### config.mk
export PLATFORM = sky130hd
export DESIGN_NAME = joystick_teleop_velocity_mapper_top
export DESIGN_NICKNAME = d
export VERILOG_FILES = /design/src/rtl/core/jtv_pkg.sv /design/src/rtl/core/jtv_input.sv /design/src/rtl/core/jtv_state.sv /design/src/rtl/core/jtv_output.sv /design/src/rtl/core/joystick_teleop_velocity_mapper_top.sv
export SDC_FILE = /design/constraint.sdc
export NUM_CORES = 1
export LEC_CHECK = 0
export ABC_AREA = 0
export BUFFER_PORTS_ARGS = -buffer_cell sky130_fd_sc_hd__buf_2
export CAP_MARGIN = 20
export CORE_MARGIN = 2
export CORE_UTILIZATION = 59
export DETAILED_ROUTE_END_ITERATION = 8
export PLACE_DENSITY = 0.8
export SLEW_MARGIN = 20
export SYNTH_ARGS = -nofsm -noshare
export SYNTH_HDL_FRONTEND = slang
export SYNTH_SLANG_ARGS = --single-unit
### constraint.sdc
create_clock -name aclk -period 9.8 [get_ports aclk]
set_input_delay 1.96 -clock aclk [delete_from_list [all_inputs] [get_ports aclk]]
set_output_delay 1.96 -clock aclk [all_outputs]
set_load 0.005 [all_outputs]
### src/rtl/core/jtv_pkg.sv
// ----------------------------------------------------------------------------
// jtv_pkg : shared types and constants for the joystick velocity mapper
// Event kinds, button and axis numbers, limits and the inter-stage words.
// ----------------------------------------------------------------------------
package jtv_pkg;

    // event kinds carried on the input tuser
    typedef enum logic [1:0] {
        KIND_AXIS      = 2'd0,
        KIND_BUTTON    = 2'd1,
        KIND_TICK      = 2'd2,
        KIND_RECONNECT = 2'd3
    } kind_t;

    // axis and button numbers that the block reacts to
    localparam logic [7:0] AXIS_FORWARD   = 8'd1;
    localparam logic [7:0] AXIS_TURN      = 8'd3;
    localparam logic [7:0] BTN_DEADMAN    = 8'd4;
    localparam logic [7:0] BTN_LIMIT_UP   = 8'd5;
    localparam logic [7:0] BTN_LIMIT_DOWN = 8'd7;

    // configuration register indexes
    localparam int CFG_INDEX_W = 8;
    localparam int CFG_DATA_W  = 15;
    localparam logic [CFG_INDEX_W-1:0] CFG_DEADBAND   = 8'd0;
    localparam logic [CFG_INDEX_W-1:0] CFG_TURN_LIMIT = 8'd1;

    // limits in thousandths, deadband in raw axis units
    localparam logic [10:0] LIMIT_STEP       = 11'd100;
    localparam logic [10:0] LIMIT_MAX        = 11'd2000;
    localparam logic [10:0] LIMIT_DEFAULT    = 11'd500;
    localparam logic [10:0] TURN_DEFAULT     = 11'd280;
    localparam logic [14:0] DEADBAND_DEFAULT = 15'd3000;

    // full scale is 2^15 - 1
    localparam int FULL_SCALE_SHIFT = 15;
    localparam int PROD_W           = 28;   // 17-bit magnitude x 11-bit limit

    // one joystick event
    typedef struct packed {
        kind_t              kind;
        logic [7:0]         number;
        logic signed [15:0] value;
    } event_t;

    // one axis ready for the constant divide
    typedef struct packed {
        logic [PROD_W-1:0] prod;
        logic              neg;
        logic              zero;
    } scale_op_t;

    // product stage word
    typedef struct packed {
        scale_op_t lin;
        scale_op_t ang;
        logic      active;
    } prod_word_t;

endpackage

### src/rtl/core/jtv_input.sv
// ----------------------------------------------------------------------------
// jtv_input : input register
// Holds one accepted event word until the state stage takes it.
// ----------------------------------------------------------------------------
module jtv_input import jtv_pkg::*; (
    input  logic        aclk,
    input  logic        aresetn,
    input  logic        s_tvalid,
    output logic        s_tready,
    input  logic [23:0] s_tdata,    // number[7:0], value[23:8]
    input  logic [1:0]  s_tuser,    // kind[1:0]
    input  logic        pop,
    output logic        ev_valid,
    output event_t      ev
);

    logic   valid_reg, valid_next;
    event_t ev_reg;

    assign s_tready = !valid_reg || pop;

    // valid flag
    always_comb begin
        valid_next = valid_reg;
        if (s_tvalid && s_tready) begin
            valid_next = 1'b1;
        end else if (pop) begin
            valid_next = 1'b0;
        end
    end

    always_ff @(posedge aclk) begin
        if (!aresetn) begin
            valid_reg <= 1'b0;
        end else begin
            valid_reg <= valid_next;
        end
    end

    // payload, no reset
    always_ff @(posedge aclk) begin
        if (s_tvalid && s_tready) begin
            ev_reg.kind   <= kind_t'(s_tuser);
            ev_reg.number <= s_tdata[7:0];
            ev_reg.value  <= s_tdata[23:8];
        end
    end

    assign ev_valid = valid_reg;
    assign ev       = ev_reg;

endmodule

### src/rtl/core/jtv_state.sv
// ----------------------------------------------------------------------------
// jtv_state : event state and product stage
// Applies an event to the axes, deadman and limits, and registers the
// axis-times-limit products for events that give a command word.
// ----------------------------------------------------------------------------
module jtv_state import jtv_pkg::*; (
    input  logic                   aclk,
    input  logic                   aresetn,
    input  logic                   ev_valid,
    input  event_t                 ev,
    output logic                   ev_pop,
    input  logic                   cfg_valid,
    input  logic [CFG_INDEX_W-1:0] cfg_index,
    input  logic [CFG_DATA_W-1:0]  cfg_data,
    output logic                   pw_valid,
    output prod_word_t             pw,
    input  logic                   pw_pop
);

    logic signed [15:0] fwd_reg, fwd_next;
    logic signed [15:0] turn_reg, turn_next;
    logic               deadman_reg, deadman_next;
    logic [10:0]        speed_reg, speed_next;
    logic [10:0]        turn_lim_reg, turn_lim_next;
    logic [14:0]        deadband_reg, deadband_next;
    logic               pw_valid_reg, pw_valid_next;
    prod_word_t         pw_reg;

    logic        emits;
    logic        live;
    logic        take;
    logic [11:0] speed_up;
    logic [16:0] fwd_mag, turn_mag;
    prod_word_t  pw_calc;

    // does this event give a command word
    always_comb begin
        emits = 1'b0;
        live  = 1'b1;
        case (ev.kind)
            KIND_AXIS: begin
                emits = (ev.number == AXIS_FORWARD) || (ev.number == AXIS_TURN);
            end
            KIND_TICK: begin
                emits = 1'b1;
                live  = deadman_reg;
            end
            default: begin
                emits = 1'b0;
            end
        endcase
    end

    // non-emitting events never wait on the product register
    assign take   = ev_valid && (!emits || !pw_valid_reg || pw_pop);
    assign ev_pop = take;

    assign speed_up = {1'b0, speed_reg} + {1'b0, LIMIT_STEP};

    // next state
    always_comb begin
        fwd_next      = fwd_reg;
        turn_next     = turn_reg;
        deadman_next  = deadman_reg;
        speed_next    = speed_reg;
        turn_lim_next = turn_lim_reg;
        deadband_next = deadband_reg;
        if (cfg_valid) begin
            if (cfg_index == CFG_DEADBAND) begin
                deadband_next = cfg_data;
            end else if (cfg_index == CFG_TURN_LIMIT) begin
                turn_lim_next = cfg_data[10:0];
            end
        end
        if (take) begin
            case (ev.kind)
                KIND_AXIS: begin
                    if (ev.number == AXIS_FORWARD) begin
                        fwd_next = ev.value;
                    end else if (ev.number == AXIS_TURN) begin
                        turn_next = ev.value;
                    end
                end
                KIND_BUTTON: begin
                    if (ev.number == BTN_DEADMAN) begin
                        deadman_next = (ev.value == 16'sd1);
                    end else if (ev.number == BTN_LIMIT_UP && ev.value == 16'sd1) begin
                        speed_next = (speed_up > {1'b0, LIMIT_MAX}) ? LIMIT_MAX
                                                                    : speed_up[10:0];
                    end else if (ev.number == BTN_LIMIT_DOWN && ev.value == 16'sd1) begin
                        speed_next = (speed_reg < LIMIT_STEP) ? 11'd0
                                                              : speed_reg - LIMIT_STEP;
                    end
                end
                KIND_RECONNECT: begin
                    speed_next    = LIMIT_DEFAULT;
                    turn_lim_next = TURN_DEFAULT;
                end
                default: begin
                end
            endcase
        end
    end

    // magnitudes of the updated axes (the negated axis has the same size)
    assign fwd_mag  = fwd_next[15]  ? 17'(-{fwd_next[15], fwd_next})
                                    : {1'b0, fwd_next};
    assign turn_mag = turn_next[15] ? 17'(-{turn_next[15], turn_next})
                                    : {1'b0, turn_next};

    // products, signs and deadband decisions
    always_comb begin
        pw_calc.lin.prod = {11'd0, fwd_mag} * {17'd0, speed_reg};
        pw_calc.lin.neg  = !fwd_next[15];
        pw_calc.lin.zero = !live || (fwd_mag < {2'b00, deadband_reg});
        pw_calc.ang.prod = {11'd0, turn_mag} * {17'd0, turn_lim_reg};
        pw_calc.ang.neg  = !turn_next[15];
        pw_calc.ang.zero = !live || (turn_mag < {2'b00, deadband_reg});
        pw_calc.active   = deadman_reg;
    end

    always_comb begin
        pw_valid_next = pw_valid_reg;
        if (take && emits) begin
            pw_valid_next = 1'b1;
        end else if (pw_pop) begin
            pw_valid_next = 1'b0;
        end
    end

    // control and state registers
    always_ff @(posedge aclk) begin
        if (!aresetn) begin
            fwd_reg      <= '0;
            turn_reg     <= '0;
            deadman_reg  <= 1'b0;
            speed_reg    <= LIMIT_DEFAULT;
            turn_lim_reg <= TURN_DEFAULT;
            deadband_reg <= DEADBAND_DEFAULT;
            pw_valid_reg <= 1'b0;
        end else begin
            fwd_reg      <= fwd_next;
            turn_reg     <= turn_next;
            deadman_reg  <= deadman_next;
            speed_reg    <= speed_next;
            turn_lim_reg <= turn_lim_next;
            deadband_reg <= deadband_next;
            pw_valid_reg <= pw_valid_next;
        end
    end

    // product word, no reset
    always_ff @(posedge aclk) begin
        if (take && emits) begin
            pw_reg <= pw_calc;
        end
    end

    assign pw_valid = pw_valid_reg;
    assign pw       = pw_reg;

endmodule

### src/rtl/core/jtv_output.sv
// ----------------------------------------------------------------------------
// jtv_output : divide by full scale and output register
// Divides each product by 2^15-1 with a shift-add, applies sign and
// deadband, and holds the command word for the master side.
// ----------------------------------------------------------------------------
module jtv_output import jtv_pkg::*; (
    input  logic        aclk,
    input  logic        aresetn,
    input  logic        pw_valid,
    input  prod_word_t  pw,
    output logic        pw_pop,
    output logic        m_tvalid,
    input  logic        m_tready,
    output logic [23:0] m_tdata,    // linear_milli[11:0], angular_milli[23:12]
    output logic [0:0]  m_tuser     // control_active[0]
);

    // floor(p / (2^15-1)) = (p + (p >> 15) + 1) >> 15 while the quotient
    // stays below 2^15, which holds for these products
    function automatic logic [11:0] scale(input scale_op_t op);
        logic [PROD_W:0] sum;
        logic [11:0]     q;
        sum = {1'b0, op.prod} + (PROD_W+1)'(op.prod >> FULL_SCALE_SHIFT)
              + (PROD_W+1)'(1);
        q   = {1'b0, sum[FULL_SCALE_SHIFT+10:FULL_SCALE_SHIFT]};
        if (op.zero) begin
            return 12'd0;
        end
        return op.neg ? 12'(-q) : q;
    endfunction

    logic        valid_reg, valid_next;
    logic [23:0] data_reg;
    logic        user_reg;
    logic        load;

    assign pw_pop = !valid_reg || m_tready;
    assign load   = pw_valid && pw_pop;

    always_comb begin
        valid_next = valid_reg;
        if (load) begin
            valid_next = 1'b1;
        end else if (m_tready) begin
            valid_next = 1'b0;
        end
    end

    always_ff @(posedge aclk) begin
        if (!aresetn) begin
            valid_reg <= 1'b0;
        end else begin
            valid_reg <= valid_next;
        end
    end

    // result word, no reset
    always_ff @(posedge aclk) begin
        if (load) begin
            data_reg <= {scale(pw.ang), scale(pw.lin)};
            user_reg <= pw.active;
        end
    end

    assign m_tvalid = valid_reg;
    assign m_tdata  = data_reg;
    assign m_tuser  = user_reg;

endmodule

### src/rtl/core/joystick_teleop_velocity_mapper_top.sv
// ----------------------------------------------------------------------------
// joystick_teleop_velocity_mapper_top : joystick events to velocity words
//
//   channel  dir  handshake            payload
//   s_       in   s_tvalid/s_tready    tdata number,value  tuser kind
//   m_       out  m_tvalid/m_tready    tdata linear,angular tuser control_active
//   cfg_     in   cfg_valid/cfg_ready  cfg_index, cfg_data (always ready)
//
// One event word a cycle while m_ takes its words; three registers (input,
// product, output) lie between acceptance and a result word on m_.
// The product register holds one multiply per axis; the divide by full scale
// is a shift-add in front of the output register.
// Synchronous active-low reset restores the axes, deadman and limits.
// A stalled m_ side backs up into s_tready; events that give no word pass on.
// ----------------------------------------------------------------------------
module joystick_teleop_velocity_mapper_top import jtv_pkg::*; (
    input  logic                   aclk,
    input  logic                   aresetn,
    input  logic                   s_tvalid,
    output logic                   s_tready,
    input  logic [23:0]            s_tdata,    // number[7:0], value[23:8]
    input  logic [1:0]             s_tuser,    // kind[1:0]
    output logic                   m_tvalid,
    input  logic                   m_tready,
    output logic [23:0]            m_tdata,    // linear_milli[11:0], angular_milli[23:12]
    output logic [0:0]             m_tuser,    // control_active[0]
    input  logic                   cfg_valid,
    output logic                   cfg_ready,
    input  logic [CFG_INDEX_W-1:0] cfg_index,
    input  logic [CFG_DATA_W-1:0]  cfg_data
);

    logic       ev_valid;
    event_t     ev;
    logic       ev_pop;
    logic       pw_valid;
    prod_word_t pw;
    logic       pw_pop;

    assign cfg_ready = 1'b1;

    jtv_input u_input (
        .aclk     (aclk),
        .aresetn  (aresetn),
        .s_tvalid (s_tvalid),
        .s_tready (s_tready),
        .s_tdata  (s_tdata),
        .s_tuser  (s_tuser),
        .pop      (ev_pop),
        .ev_valid (ev_valid),
        .ev       (ev)
    );

    jtv_state u_state (
        .aclk      (aclk),
        .aresetn   (aresetn),
        .ev_valid  (ev_valid),
        .ev        (ev),
        .ev_pop    (ev_pop),
        .cfg_valid (cfg_valid),
        .cfg_index (cfg_index),
        .cfg_data  (cfg_data),
        .pw_valid  (pw_valid),
        .pw        (pw),
        .pw_pop    (pw_pop)
    );

    jtv_output u_output (
        .aclk     (aclk),
        .aresetn  (aresetn),
        .pw_valid (pw_valid),
        .pw       (pw),
        .pw_pop   (pw_pop),
        .m_tvalid (m_tvalid),
        .m_tready (m_tready),
        .m_tdata  (m_tdata),
        .m_tuser  (m_tuser)
    );

`ifndef SYNTH
    // the input only stalls while it holds a word
    a_stall_holds_word: assert property (@(posedge aclk) disable iff (!aresetn)
        !s_tready |-> ev_valid)
        else $error("s_tready low with empty input register");

    // a product word moved on shows up as a result word
    a_product_reaches_output: assert property (@(posedge aclk) disable iff (!aresetn)
        (pw_valid && pw_pop) |=> m_tvalid)
        else $error("product word lost on its way to the output");

    // a blocked output keeps the pending product word
    a_product_kept: assert property (@(posedge aclk) disable iff (!aresetn)
        (m_tvalid && !m_tready && pw_valid) |=> pw_valid)
        else $error("product word dropped while output stalled");
`endif

endmodule
-- Word-level counts from Yosys, hierarchy flattened
Index checks and enable logic that the tools add are counted.
- memories: 0
- RAM bits: 0
- bits in latches: 0
- output and inout port bits: 28
- flip-flop bits (word level): 185
- bits in read-only memories: 0
- multiplexer cells: 38
- reduce and logical (&&, ||, !) cells: 29
- shifts and indexed selects: 0
- bitwise operators: 0
- add/subtract/negate cells: 10
- divide/modulo/power cells: 0
- multiply operators: 2
- eq/ne operators: 12
- magnitude comparators: 4
- operator list (kind ; count):
    $mux 16 ; 7
    $mux 11 ; 10
    $mux 12 ; 6
    $mul 17x11->28 ; 2
    $add 26x1->26 const B ; 2
    $add 26x13->26 ; 2
    $lt 17x15->1 ; 2
    $mux 17 ; 2
    $neg 17->17 ; 2
    $eq 8x3->1 const B ; 3
    $neg 11->12 ; 2
    $pmux 11 s2 ; 1
    $eq 16x2->1 const B ; 1
    $eq 8x1->1 const B ; 2
    $add 11x7->12 const B ; 1
    $gt 12x11->1 const B ; 1
    $lt 11x7->1 const B ; 1
    $mux 1 ; 11
    $sub 11x7->11 const B ; 1
    $eq 8x2->1 const B ; 1
    $logic_not 8->1 ; 1
    $reduce_bool 2->1 ; 4
    $logic_not 1->1 ; 7
    $logic_or 1x1->1 ; 7
    10 further kinds ; 16

-- Depth between registers and ports, before layout
Gate-level depths: netlist of run 1.
- depth in word-level cells: 12
- gate-level depth with buffers: 33
- mapped depth without buffers: 30

-- Modules after synthesis
From an unflattened synthesis of run 1, not the netlist that was laid out.
- cells, all modules: 2282
- area total of the unflattened synthesis: 21587.0 µm²
- modules (own cells, without submodules) (module ; cells each ; instances ; sequential area each (µm²) ; area each (µm²)):
    jtv_state ; 1974 ; 1 ; 3213.1 ; 18211.2
    jtv_output ; 275 ; 1 ; 770.7 ; 2526.2
    jtv_input ; 31 ; 1 ; 800.8 ; 838.3
    joystick_teleop_velocity_mapper_top ; 2 ; 1 ; 0.0 ; 11.3

-- Worst setup path after synthesis of run 1
OpenSTA, ideal clock, no wires.
- path kind: input -> register
- from: input port m_tready
- to: register u_state.pw_reg (netlist bit u_state.pw[59]) (data pin)
- buffers on the path: 2
- setup slack: 0.316 ns
- arrival: 9.223 ns
- data required time: 9.539 ns
- stages: 30
- setup time: 0.261 ns
- cells stage by stage: nand3b_1 and3b_1 buf_1 clkbuf_1 and4_1 nor2_1 ha_1 nand2b_1 nor4_1 nand4_1 a22oi_1 nor2_1 xnor2_2 nand2_1 fa_1 inv_1 fa_1 fa_1 fa_1 inv_1 fa_1 inv_1 ha_1 and3_1 a221o_1 a32oi_1 or3_1 nand2_1 a21o_1 a311o_1
- RTL lines (item ; line ; text):
    start, declared ; joystick_teleop_velocity_mapper_top.sv:24 ; input logic m_tready,
    end signal, assigned ; jtv_state.sv:155 ; pw_reg <= pw_calc;
    end, declared ; jtv_state.sv:27 ; prod_word_t pw_reg;

==> flow_summary_export.csv, run 1 <==
group,metric,value,unit
detailed_routing,drtPass1Iterations,7,
detailed_routing,routed_via_density,5.86,
setup_path,reg2regPathDepth,28,
die,die_area,0.0389,sq mm
die,fp-row-count,70,
setup_path,end_kind,"flip-flop",
detailed_routing,drcViolationCount,0,
job,max_cap_viol_count,0,
cts,worstSkewPairLatency,0.48,ns
die,core-area,0.0367,sq mm
logic_synthesis,ys_warn_count,0,
logic_synthesis,synthCells,2320,
grt,grt_pass1_wl,87.3,mm
timing,clock.fmax,111,MHz
die,die_y,197,um
grt,antenna_found_initial,1,
cts,cts_tree,"done",
setup_path,worstSetupStartpointType,"primary input",
cts,h-tree-depth,4,
logic_synthesis,ys_types,97,
logic_synthesis,synth-edff-count,112,
setup_path,cp_max_fo,10,
detailed_routing,drt_iter0_drc,1361,
hold_path,whs_path_depth,0,
logic_synthesis,yosysSeqAreaShare,0.217,
final_layout,nets,2932,
final_layout,largest_reg_flops,61,
grt,use_met2,0.475,
power_and_ir_drop,vdd_drop_max,0.186,mV
detailed_routing,vias,16997,
timing,worst_pin_slew,1.10,ns
grt,track_usage,0.284,
setup_path,crit_buf_inv,4,
grt,top_usage_layer,"met2",
setup_path,reg2reg_to,"u_state.pw[59]",
cts,numCtsBuffers,17,
setup_path,cp_data_required_time,10.02,ns
timing,setup_viol,0,
final_layout,post-route-util,0.648,
grt,gr-total-overflow,0,
setup_path,crit_top_cell,"fa_1",
timing,period_minus_slack,9.04,ns
setup_path,r2r-start,"u_input.ev[19]",
die,boundaryPins,82,
timing,relSlewSlack,0.263,
grt,grt_max_degree,62,
cts,cts_buffer_depth,2,
detailed_routing,routed_wl,53.2,mm
cts,ctsResizeCount,0,
logic_synthesis,synth_flop_cell,"edfxtp_1",
timing,finalHoldViolCount,0,
hold_path,min_path_type,"reg -> reg",
place,hpwl,41.9,mm
final_layout,drive_above_1_share,0.0863,
setup_path,r2r_slack,1.05,ns
timing,report.final.slew_viol_count,0,
grt,grtUsageMet1,0.365,
die,die_width,197,um
logic_synthesis,syn-mean-instance-area,9.50,sq um
cts,cts-hold-fix-buffers,0,
hold_path,min_to,"u_output.m_tuser",
timing,finalSetupTns,0,ns
detailed_routing,postRouteAntennaNets,0,
final_layout,area_growth_syn_to_layout,7.91,%
cts,clkTransAtPathRegs,0.08,ns
timing,fin_worst_skew,0.0230,ns
grt,use_met3,0.0550,
setup_path,crit_path_max_incr_delay,0.55,ns
setup_path,path_class,"in -> reg",
logic_synthesis,syn_area,0.0220,sq mm
power_and_ir_drop,leakage,11.0,nW
cts,cts_setup_buffers,0,
cts,cts_sinks,183,
setup_path,crit_slowest_cell,"fa_1",
logic_synthesis,ys_async_sr_fraction,0,
timing,grt_setup_unrepaired,"no",
setup_path,worstPathArrival,9.26,ns
timing,post-route-period-util,0.923,
grt,first_global_vias,17375,
logic_synthesis,synth-seq-cells,183,
final_layout,fillers,2884,
hold_path,hp-start,"u_state.pw[0]",
place,port_buffers,80,
die,initial_core_util,0.600,
detailed_routing,wl_per_cell,18.3,um
place,place.gp.congestion,0.959,
power_and_ir_drop,power_density,78.4,mW/mm^2
setup_path,path_delay_family,"adder cells",
cts,clock-root-buffer,"clkbuf_16",
outcome,status,"finished clean",
worst reg2reg max path, delay by kind of cell, from the launching register on:
kind	cells	cell delay, ns
AO/OA/AOI/OAI	5	1.40
XOR/XNOR	1	0.41
adder cells (fa/ha/maj)	7	3.25
buffers and inverters	3	0.15
flip-flops	1	0.38
multiplexers	1	0.33
AND/OR/NAND/NOR	11	2.58
Yosys cell counts (all sizes together), types with 18 or more instances:
master  instances  area, sq um
nand2         240          911
o211ai         22          170
a21oi          82          410
fa            268         5370
xor2           24          225
ha            191         2390
nand2b         25          156
o21ai          48          244
mux2i          59          607
nand4          18          113
nor2b          58          363
dfxtp          71         1420
buf            22          168
nor3           47          263
clkbuf         70          264
and2          145          910
a211oi         18          135
nor2          104          390
nand3          27          148
xnor2          66          634
edfxtp        112         3360
a21o           30          225
o21a           20          150
inv           349         1310
metrics by stage:
| stage | setup WS (ns) | instances | hold slack, ns | instance area (sq um) | power [W] |
|---|---|---|---|---|---|
| final | 0.759 | 2901 | 0.470 | 23800 | 0.00186 |
| after global routing | 0.210 | 2900 | 0.469 | 23800 | 0.00193 |
| after CTS | 0.788 | 2900 | 0.459 | 23800 | 0.00187 |
| after detailed placement | 0.311 | 2868 | 0.440 | 23100 | 0.00111 |
| after global placement | 0.505 | 2868 | 0.410 | 23100 | 0.00110 |
| after floorplan | 0.316 | 2373 | 0.400 | 22200 | 0.00104 |
routing by layer:
| metal | up-vias | part of all wire |
|---|---|---|
| met2 | 719 | 0.48 |
| li1 | 7835 | - |
| met1 | 8302 | 0.41 |
| met5 | - | 0 |
| met4 | 0 | 0.037 |
| met3 | 141 | 0.074 |
placed cells by master, fill, tap and decap left out, drive strengths merged, types with 16 or more instances in the layout:
cell | netlist | final
nor4 | 16 | 16
conb | 2 | 55
ha | 191 | 191
o21ai | 48 | 48
mux2i | 59 | 59
a211oi | 18 | 18
buf | 22 | 119
nor2 | 104 | 104
nor3 | 47 | 47
inv | 349 | 356
nand3 | 27 | 27
a21o | 30 | 30
nand4 | 18 | 18
a21oi | 82 | 82
nor2b | 58 | 58
o21a | 20 | 20
and2 | 145 | 145
xor2 | 24 | 24
nand2 | 240 | 240
xnor2 | 66 | 66
o211ai | 22 | 22
fa | 268 | 268
edfxtp | 112 | 112
nand2b | 25 | 25
dfxtp | 71 | 71
clkbuf | 70 | 17
a31oi | 17 | 17
final cells by class:
cell class	count	area (sq um)	area share
tap	468	586	0.0246
clock buffer	17	425	0.0179
antenna	1	2.50	0.000105
inverter	349	1310	0.0551
clock inverter	15	233	0.00979
multi-input combinational	1749	15700	0.662
timing repair buffer	119	693	0.0292
sequential	183	4780	0.201
report_power, final:
part	internal, W	switching (W)
combinational	0.0000960	0.000136
clock	0.000380	0.000383
sequential	0.000839	0.0000290
total	0.00132	0.000548
worst max path at each step:
| stage | cells after the start | startpoint | slack [ns] | endpoint |
|---|---|---|---|---|
| final | 29 | m_tready | 0.76 | u_state.pw[59] |
| after global routing | 24 | m_tready | 0.21 | u_state.pw[27] |
| after CTS | 29 | m_tready | 0.79 | u_state.pw[59] |
| after detailed placement | 29 | m_tready | 0.31 | u_state.pw[59] |
| after global placement | 29 | m_tready | 0.50 | u_state.pw[59] |
| after floorplan | 30 | m_tready | 0.32 | u_state.pw[59] |
logic make-up after synthesis:
| group | share of synthesized area |
|---|---|
| adders and majority gates | 0.352 |
| AOI/OAI and AO/OA | 0.106 |
| muxes | 0.0321 |
| other | 0.000341 |
| xor gates and xnor gates | 0.0390 |
| DFF | 0.217 |
| buffers and inverters | 0.0790 |
| and+or+nand+nor | 0.174 |
(Power assumes the default switching activity.)
==> inputs of run 2 (changes only) <==
Settings changed: CTS_BUF_LIST set to sky130_fd_sc_hd__clkbuf_8.
==> run 2 against run 1 <==
Compared with the run above:
- clock skew is 0.0088 ns higher
- critical endpoint is now u_state.pw[28]
- global-route usage is 0.35 points lower
- critical path depth is 3 lower
- setup slack better by 0.0053 ns
- first-iteration DRC count is 5.1% higher
- combinational power hardly changed
- maximum frequency hardly changed
- utilization is 0.53 points lower
==> flow_summary_export.csv, run 2 (synthesis gave the netlist of run 1 again) <==
group,metric,value,unit
detailed_routing,drcViolationCount,0,
detailed_routing,postRouteAntennaNets,0,
detailed_routing,wl_per_cell,18.1,um
detailed_routing,routed_via_density,5.84,
setup_path,worstPathArrival,9.34,ns
timing,setup_viol,0,
cts,cts_sinks,183,
detailed_routing,vias,16938,
power_and_ir_drop,p_sw_frac,0.311,
power_and_ir_drop,vdd_drop_max,0.140,mV
final_layout,antenna_cells,0,
timing,report.final.slew_viol_count,0,
cts,cts_tree,"done",
final_layout,final_cell_mix,"inv_1 (345), fa_1 (268), nand2_1 (238)",
grt,gr-total-overflow,0,
cts,cts_buffer_depth,2,
power_and_ir_drop,p_clk_frac,0.349,
setup_path,cp_max_fo,21,
grt,grt_max_degree,62,
detailed_routing,drt-met1-wl,21.5,mm
cts,numCtsBuffers,17,
power_and_ir_drop,power_density,71.7,mW/mm^2
timing,finalSetupTns,0,ns
final_layout,largest_reg_flops,61,
timing,relSlewSlack,0.295,
cts,clkTransAtPathRegs,0.12,ns
hold_path,min_path_type,"reg -> reg",
timing,period_minus_slack,9.04,ns
power_and_ir_drop,p_sw,0.000526,W
die,die_y,197,um
cts,worstSkewPairLatency,0.54,ns
power_and_ir_drop,power,0.00169,W
timing,worst_pin_slew,1.05,ns
detailed_routing,highest_layer,"met4",
final_layout,drive_above_1_share,0.0863,
power_and_ir_drop,power_frac_seq,0.513,
final_layout,area_growth_syn_to_layout,7.03,%
timing,post-route-period-util,0.922,
grt,antenna_found_initial,0,
setup_path,cp_data_required_time,10.10,ns
die,fp-row-count,70,
place,place_area,0.0231,sq mm
detailed_routing,met3_length,3.89,mm
timing,fin_worst_skew,0.0318,ns
detailed_routing,drtPass1Iterations,8,
outcome,status,"finished clean",
grt,track_usage,0.281,
grt,first_global_vias,17291,
detailed_routing,wl_met2,25.1,mm
cts,cts_setup_buffers,0,
place,place.gp.congestion,0.959,
die,die_area,0.0389,sq mm
cts,ctsResizeCount,0,
timing,grt_setup_unrepaired,"no",
timing,clock.fmax,111,MHz
die,die_width,197,um
grt,grt_pass1_wl,86.4,mm
power_and_ir_drop,power_frac_comb,0.137,
final_layout,design_area,0.0236,sq mm
detailed_routing,routed_wl,52.4,mm
timing,finalHoldViolCount,0,
cts,h-tree-depth,4,
cts,clock-root-buffer,"clkbuf_8",
job,max_cap_viol_count,0,
power_and_ir_drop,leakage,10.9,nW
detailed_routing,drt_iter0_drc,1431,
setup_path,end_kind,"flip-flop",
final_layout,layout_commonest_cell,"inv_1",
place,port_buffers,80,
die,boundaryPins,82,
setup_path,worstSetupStartpointType,"primary input",
setup_path,path_class,"in -> reg",
die,initial_core_util,0.600,
power_and_ir_drop,intPower,0.00116,W
cts,cts-hold-fix-buffers,0,
place,hpwl,41.9,mm
final_layout,nets,2932,
die,core-area,0.0367,sq mm
[run 2: through the flow]
step	setup WS [ns]	hold slack, ns	util	std cells
final	0.765	0.469	0.643	2900
after global routing	0.316	0.478	0.643	2900
after CTS	0.880	0.468	0.642	2900
after detailed placement	0.311	0.440	0.630	2868
after global placement	0.505	0.410	0.630	2868
after floorplan	0.316	0.400	-	2373
[run 2: worst max-delay path: stages]
cell      delay, ns
buf_2          0.09
nand3b_1       0.18
nand3b_2       0.15
buf_4          0.20
nor3_4         0.18
buf_4          0.36
mux2i_1        0.33
o21ai_0        0.15
xnor2_1        0.80
nand2_1        0.18
fa_1           0.58
inv_1          0.06
fa_1           0.55
fa_1           0.44
fa_1           0.50
inv_1          0.05
fa_1           0.47
inv_1          0.04
ha_1           0.35
o21ai_0        0.37
a21oi_1        0.13
o211ai_1       0.13
a21oi_1        0.14
a311oi_1       0.40
nor2_1         0.15
o311ai_0       0.37
[run 2: power by group through the flow]
stage	Sequential (W)	Combinational [W]	Clock (W)
after global routing	0.000870	0.000264	0.000625
after CTS	0.000868	0.000228	0.000605
after floorplan	0.000868	0.000175	0
final	0.000868	0.000232	0.000591
after detailed placement	0.000885	0.000226	0
after global placement	0.000884	0.000217	0
[run 2: path summary, 6_finish.rpt]
path,startpoint,endpoint,slack (ns),cells after the start
setup / recovery,m_tready,u_state.pw[28],0.76,26
hold / removal,u_state.pw[0],u_output.m_tuser,0.47,0
setup reg to reg,u_input.ev[19],u_state.pw[59],1.05,28
hold reg to reg,u_state.pw[0],u_output.m_tuser,0.47,0
[run 2: area by class of cell]
| cell class | count | area, sq um |
|---|---|---|
| clock buffers | 17 | 234 |
| repair buffers | 119 | 693 |
| fillers | 2927 | 13100 |
| flip-flops and latches | 183 | 4780 |
| multi-input cells | 1749 | 15700 |
| clock inverters | 15 | 233 |
| inverters | 349 | 1310 |
| well taps | 468 | 586 |
[run 2: routing by layer]
| layer | vias to the layer above | GRT usage |
|---|---|---|
| li1 | 7823 | - |
| met1 | 8257 | 0.366 |
| met2 | 729 | 0.469 |
| met3 | 129 | 0.0454 |
| met4 | 0 | 0.115 |
| met5 | - | 0 |
==> inputs of run 3 (changes only) <==
Settings changed: CELL_PAD_IN_SITES_DETAIL_PLACEMENT set to 1, CELL_PAD_IN_SITES_GLOBAL_PLACEMENT set to 2, CORE_UTILIZATION 59 to 38, PLACE_DENSITY 0.8 to not set, PLACE_DENSITY_LB_ADDON set to 0.1.
==> run 3 against run 2 <==
Compared with the run above:
- clock power fell by 11%
- flip-flop and latch count is the same
- die area up 54%
- register-to-register slack lost 0.12 ns
==> flow_summary_export.csv, run 3 (synthesis gave the netlist of run 1 again) <==
group,metric,value,unit
die,die_y,245,um
timing,post-route-period-util,0.937,
die,boundaryPins,82,
timing,clock.fmax,109,MHz
timing,report.final.slew_viol_count,0,
cts,cts_sinks,183,
setup_path,cp_max_fo,6,
setup_path,end_kind,"flip-flop",
final_layout,final_cell_mix,"inv_1 (345), fa_1 (268), nand2_1 (238)",
timing,setup_viol,0,
setup_path,path_class,"in -> reg",
timing,grt_setup_unrepaired,"no",
detailed_routing,routed_wl,62.0,mm
final_layout,antenna_cells,0,
grt,gr-total-overflow,0,
grt,antenna_found_initial,3,
cts,cts-hold-fix-buffers,0,
cts,clock-root-buffer,"clkbuf_8",
power_and_ir_drop,vdd_drop_max,0.109,mV
die,die_area,0.0599,sq mm
grt,grt_pass1_wl,101,mm
final_layout,fillers,6671,
setup_path,cp_data_required_time,10.12,ns
timing,finalHoldViolCount,0,
timing,relSlewSlack,0.301,
detailed_routing,wl_met2,29.3,mm
cts,ctsResizeCount,0,
final_layout,area_growth_syn_to_layout,8.72,%
setup_path,crit_top_cell,"fa_1",
timing,period_minus_slack,9.18,ns
die,initial_core_util,0.383,
detailed_routing,highest_layer,"met5",
power_and_ir_drop,power,0.00163,W
detailed_routing,postRouteAntennaNets,0,
setup_path,crit_slowest_cell,"fa_1",
detailed_routing,vias,16529,
die,fp-row-count,88,
setup_path,r2r_slack,0.93,ns
cts,worstSkewPairLatency,0.57,ns
setup_path,worstSetupStartpointType,"primary input",
die,core-area,0.0575,sq mm
cts,numCtsBuffers,17,
cts,cts_buffer_depth,2,
detailed_routing,met3_length,1.80,mm
final_layout,nets,2942,
place,port_buffers,80,
final_layout,drive_above_1_share,0.0905,
power_and_ir_drop,leakage,11.0,nW
timing,finalSetupTns,0,ns
place,hpwl,51.2,mm
place,place.gp.congestion,0.888,
cts,h-tree-depth,4,
detailed_routing,drcViolationCount,0,
die,die_width,245,um
job,max_cap_viol_count,0,
setup_path,crit_path_max_incr_delay,0.55,ns
setup_path,worstPathArrival,9.50,ns
outcome,status,"finished clean",
detailed_routing,drtPass1Iterations,4,
grt,grt_max_degree,62,
detailed_routing,drt-met1-wl,29.9,mm
timing,setup_ws,0.615,ns
cts,cts_setup_buffers,0,
timing,worst_pin_slew,1.05,ns
final_layout,layout_commonest_cell,"inv_1",
final_layout,largest_reg_flops,61,
grt,track_usage,0.216,
detailed_routing,routed_via_density,5.15,
detailed_routing,drt_iter0_drc,716,
cts,clkTransAtPathRegs,0.11,ns
detailed_routing,wl_per_cell,19.3,um
power_and_ir_drop,power_density,68.0,mW/mm^2
hold_path,min_path_type,"reg -> reg",
timing,fin_worst_skew,0.0211,ns
cts,cts_tree,"done",
grt,first_global_vias,18095,
place,place_ws,0.0919,ns
## run 3: cell types whose count changed in the layout (fill, tap and decap cells not counted), sizes merged
cell	previous run	this run
clkinvlp	0	1
buf	119	129
clkinv	7	6
inv	356	357
bufinv	1	0
## run 3: final timing paths
| kind | cells after the start | start | to |
|---|---|---|---|
| worst max register to register | 27 | u_input.ev[19] | u_state.pw[59] |
| worst max-delay path | 28 | m_tready | u_state.pw[59] |
| worst min-delay path | 0 | u_state.pw[0] | u_output.m_tuser |
| worst min register to register | 0 | u_state.pw[0] | u_output.m_tuser |
## run 3: through the flow
stage	hold slack [ns]	cell area, sq um	std cells	utilization
4_1_cts	0.432	24000	3207	0.417
6_report	0.429	24000	3207	0.417
3_3_place_gp	0.404	23600	3175	0.410
5_1_grt	0.467	24000	3207	0.417
2_1_floorplan	0.400	22200	2373	-
3_5_place_dp	0.422	23600	3175	0.410
## run 3: layout make-up
type | count | area (sq um) | share of cell area
clock buffers | 17 | 234 | 0.00977
repair buffers | 129 | 768 | 0.0321
inverters | 349 | 1310 | 0.0547
clock inverters | 15 | 159 | 0.00663
flip-flops and latches | 183 | 4780 | 0.200
multi-input cells | 1749 | 15700 | 0.657
well taps | 765 | 957 | 0.0400
## run 3: power breakdown
| group | leakage, nW | switching, W | total [W] | internal (W) |
|---|---|---|---|---|
| clock | 0.197 | 0.000334 | 0.000524 | 0.000190 |
| combinational | 9.16 | 0.000142 | 0.000239 | 0.0000973 |
| sequential | 1.59 | 0.0000260 | 0.000865 | 0.000839 |
## run 3: critical path, delay by kind of cell
family | cells | cell delay [ns]
buffers and inverters | 5 | 0.44
and+or+nand+nor | 9 | 1.83
muxes | 1 | 0.35
xor gates and xnor gates | 1 | 0.32
adders and majority gates | 7 | 3.24
AOI/OAI and AO/OA | 5 | 1.33
## run 3: metal layers
layer | vias up | track usage
met1 | 8402 | 0.300
li1 | 7845 | -
met5 | - | 0
met3 | 59 | 0.0259
met2 | 219 | 0.356
met4 | 4 | 0.0563
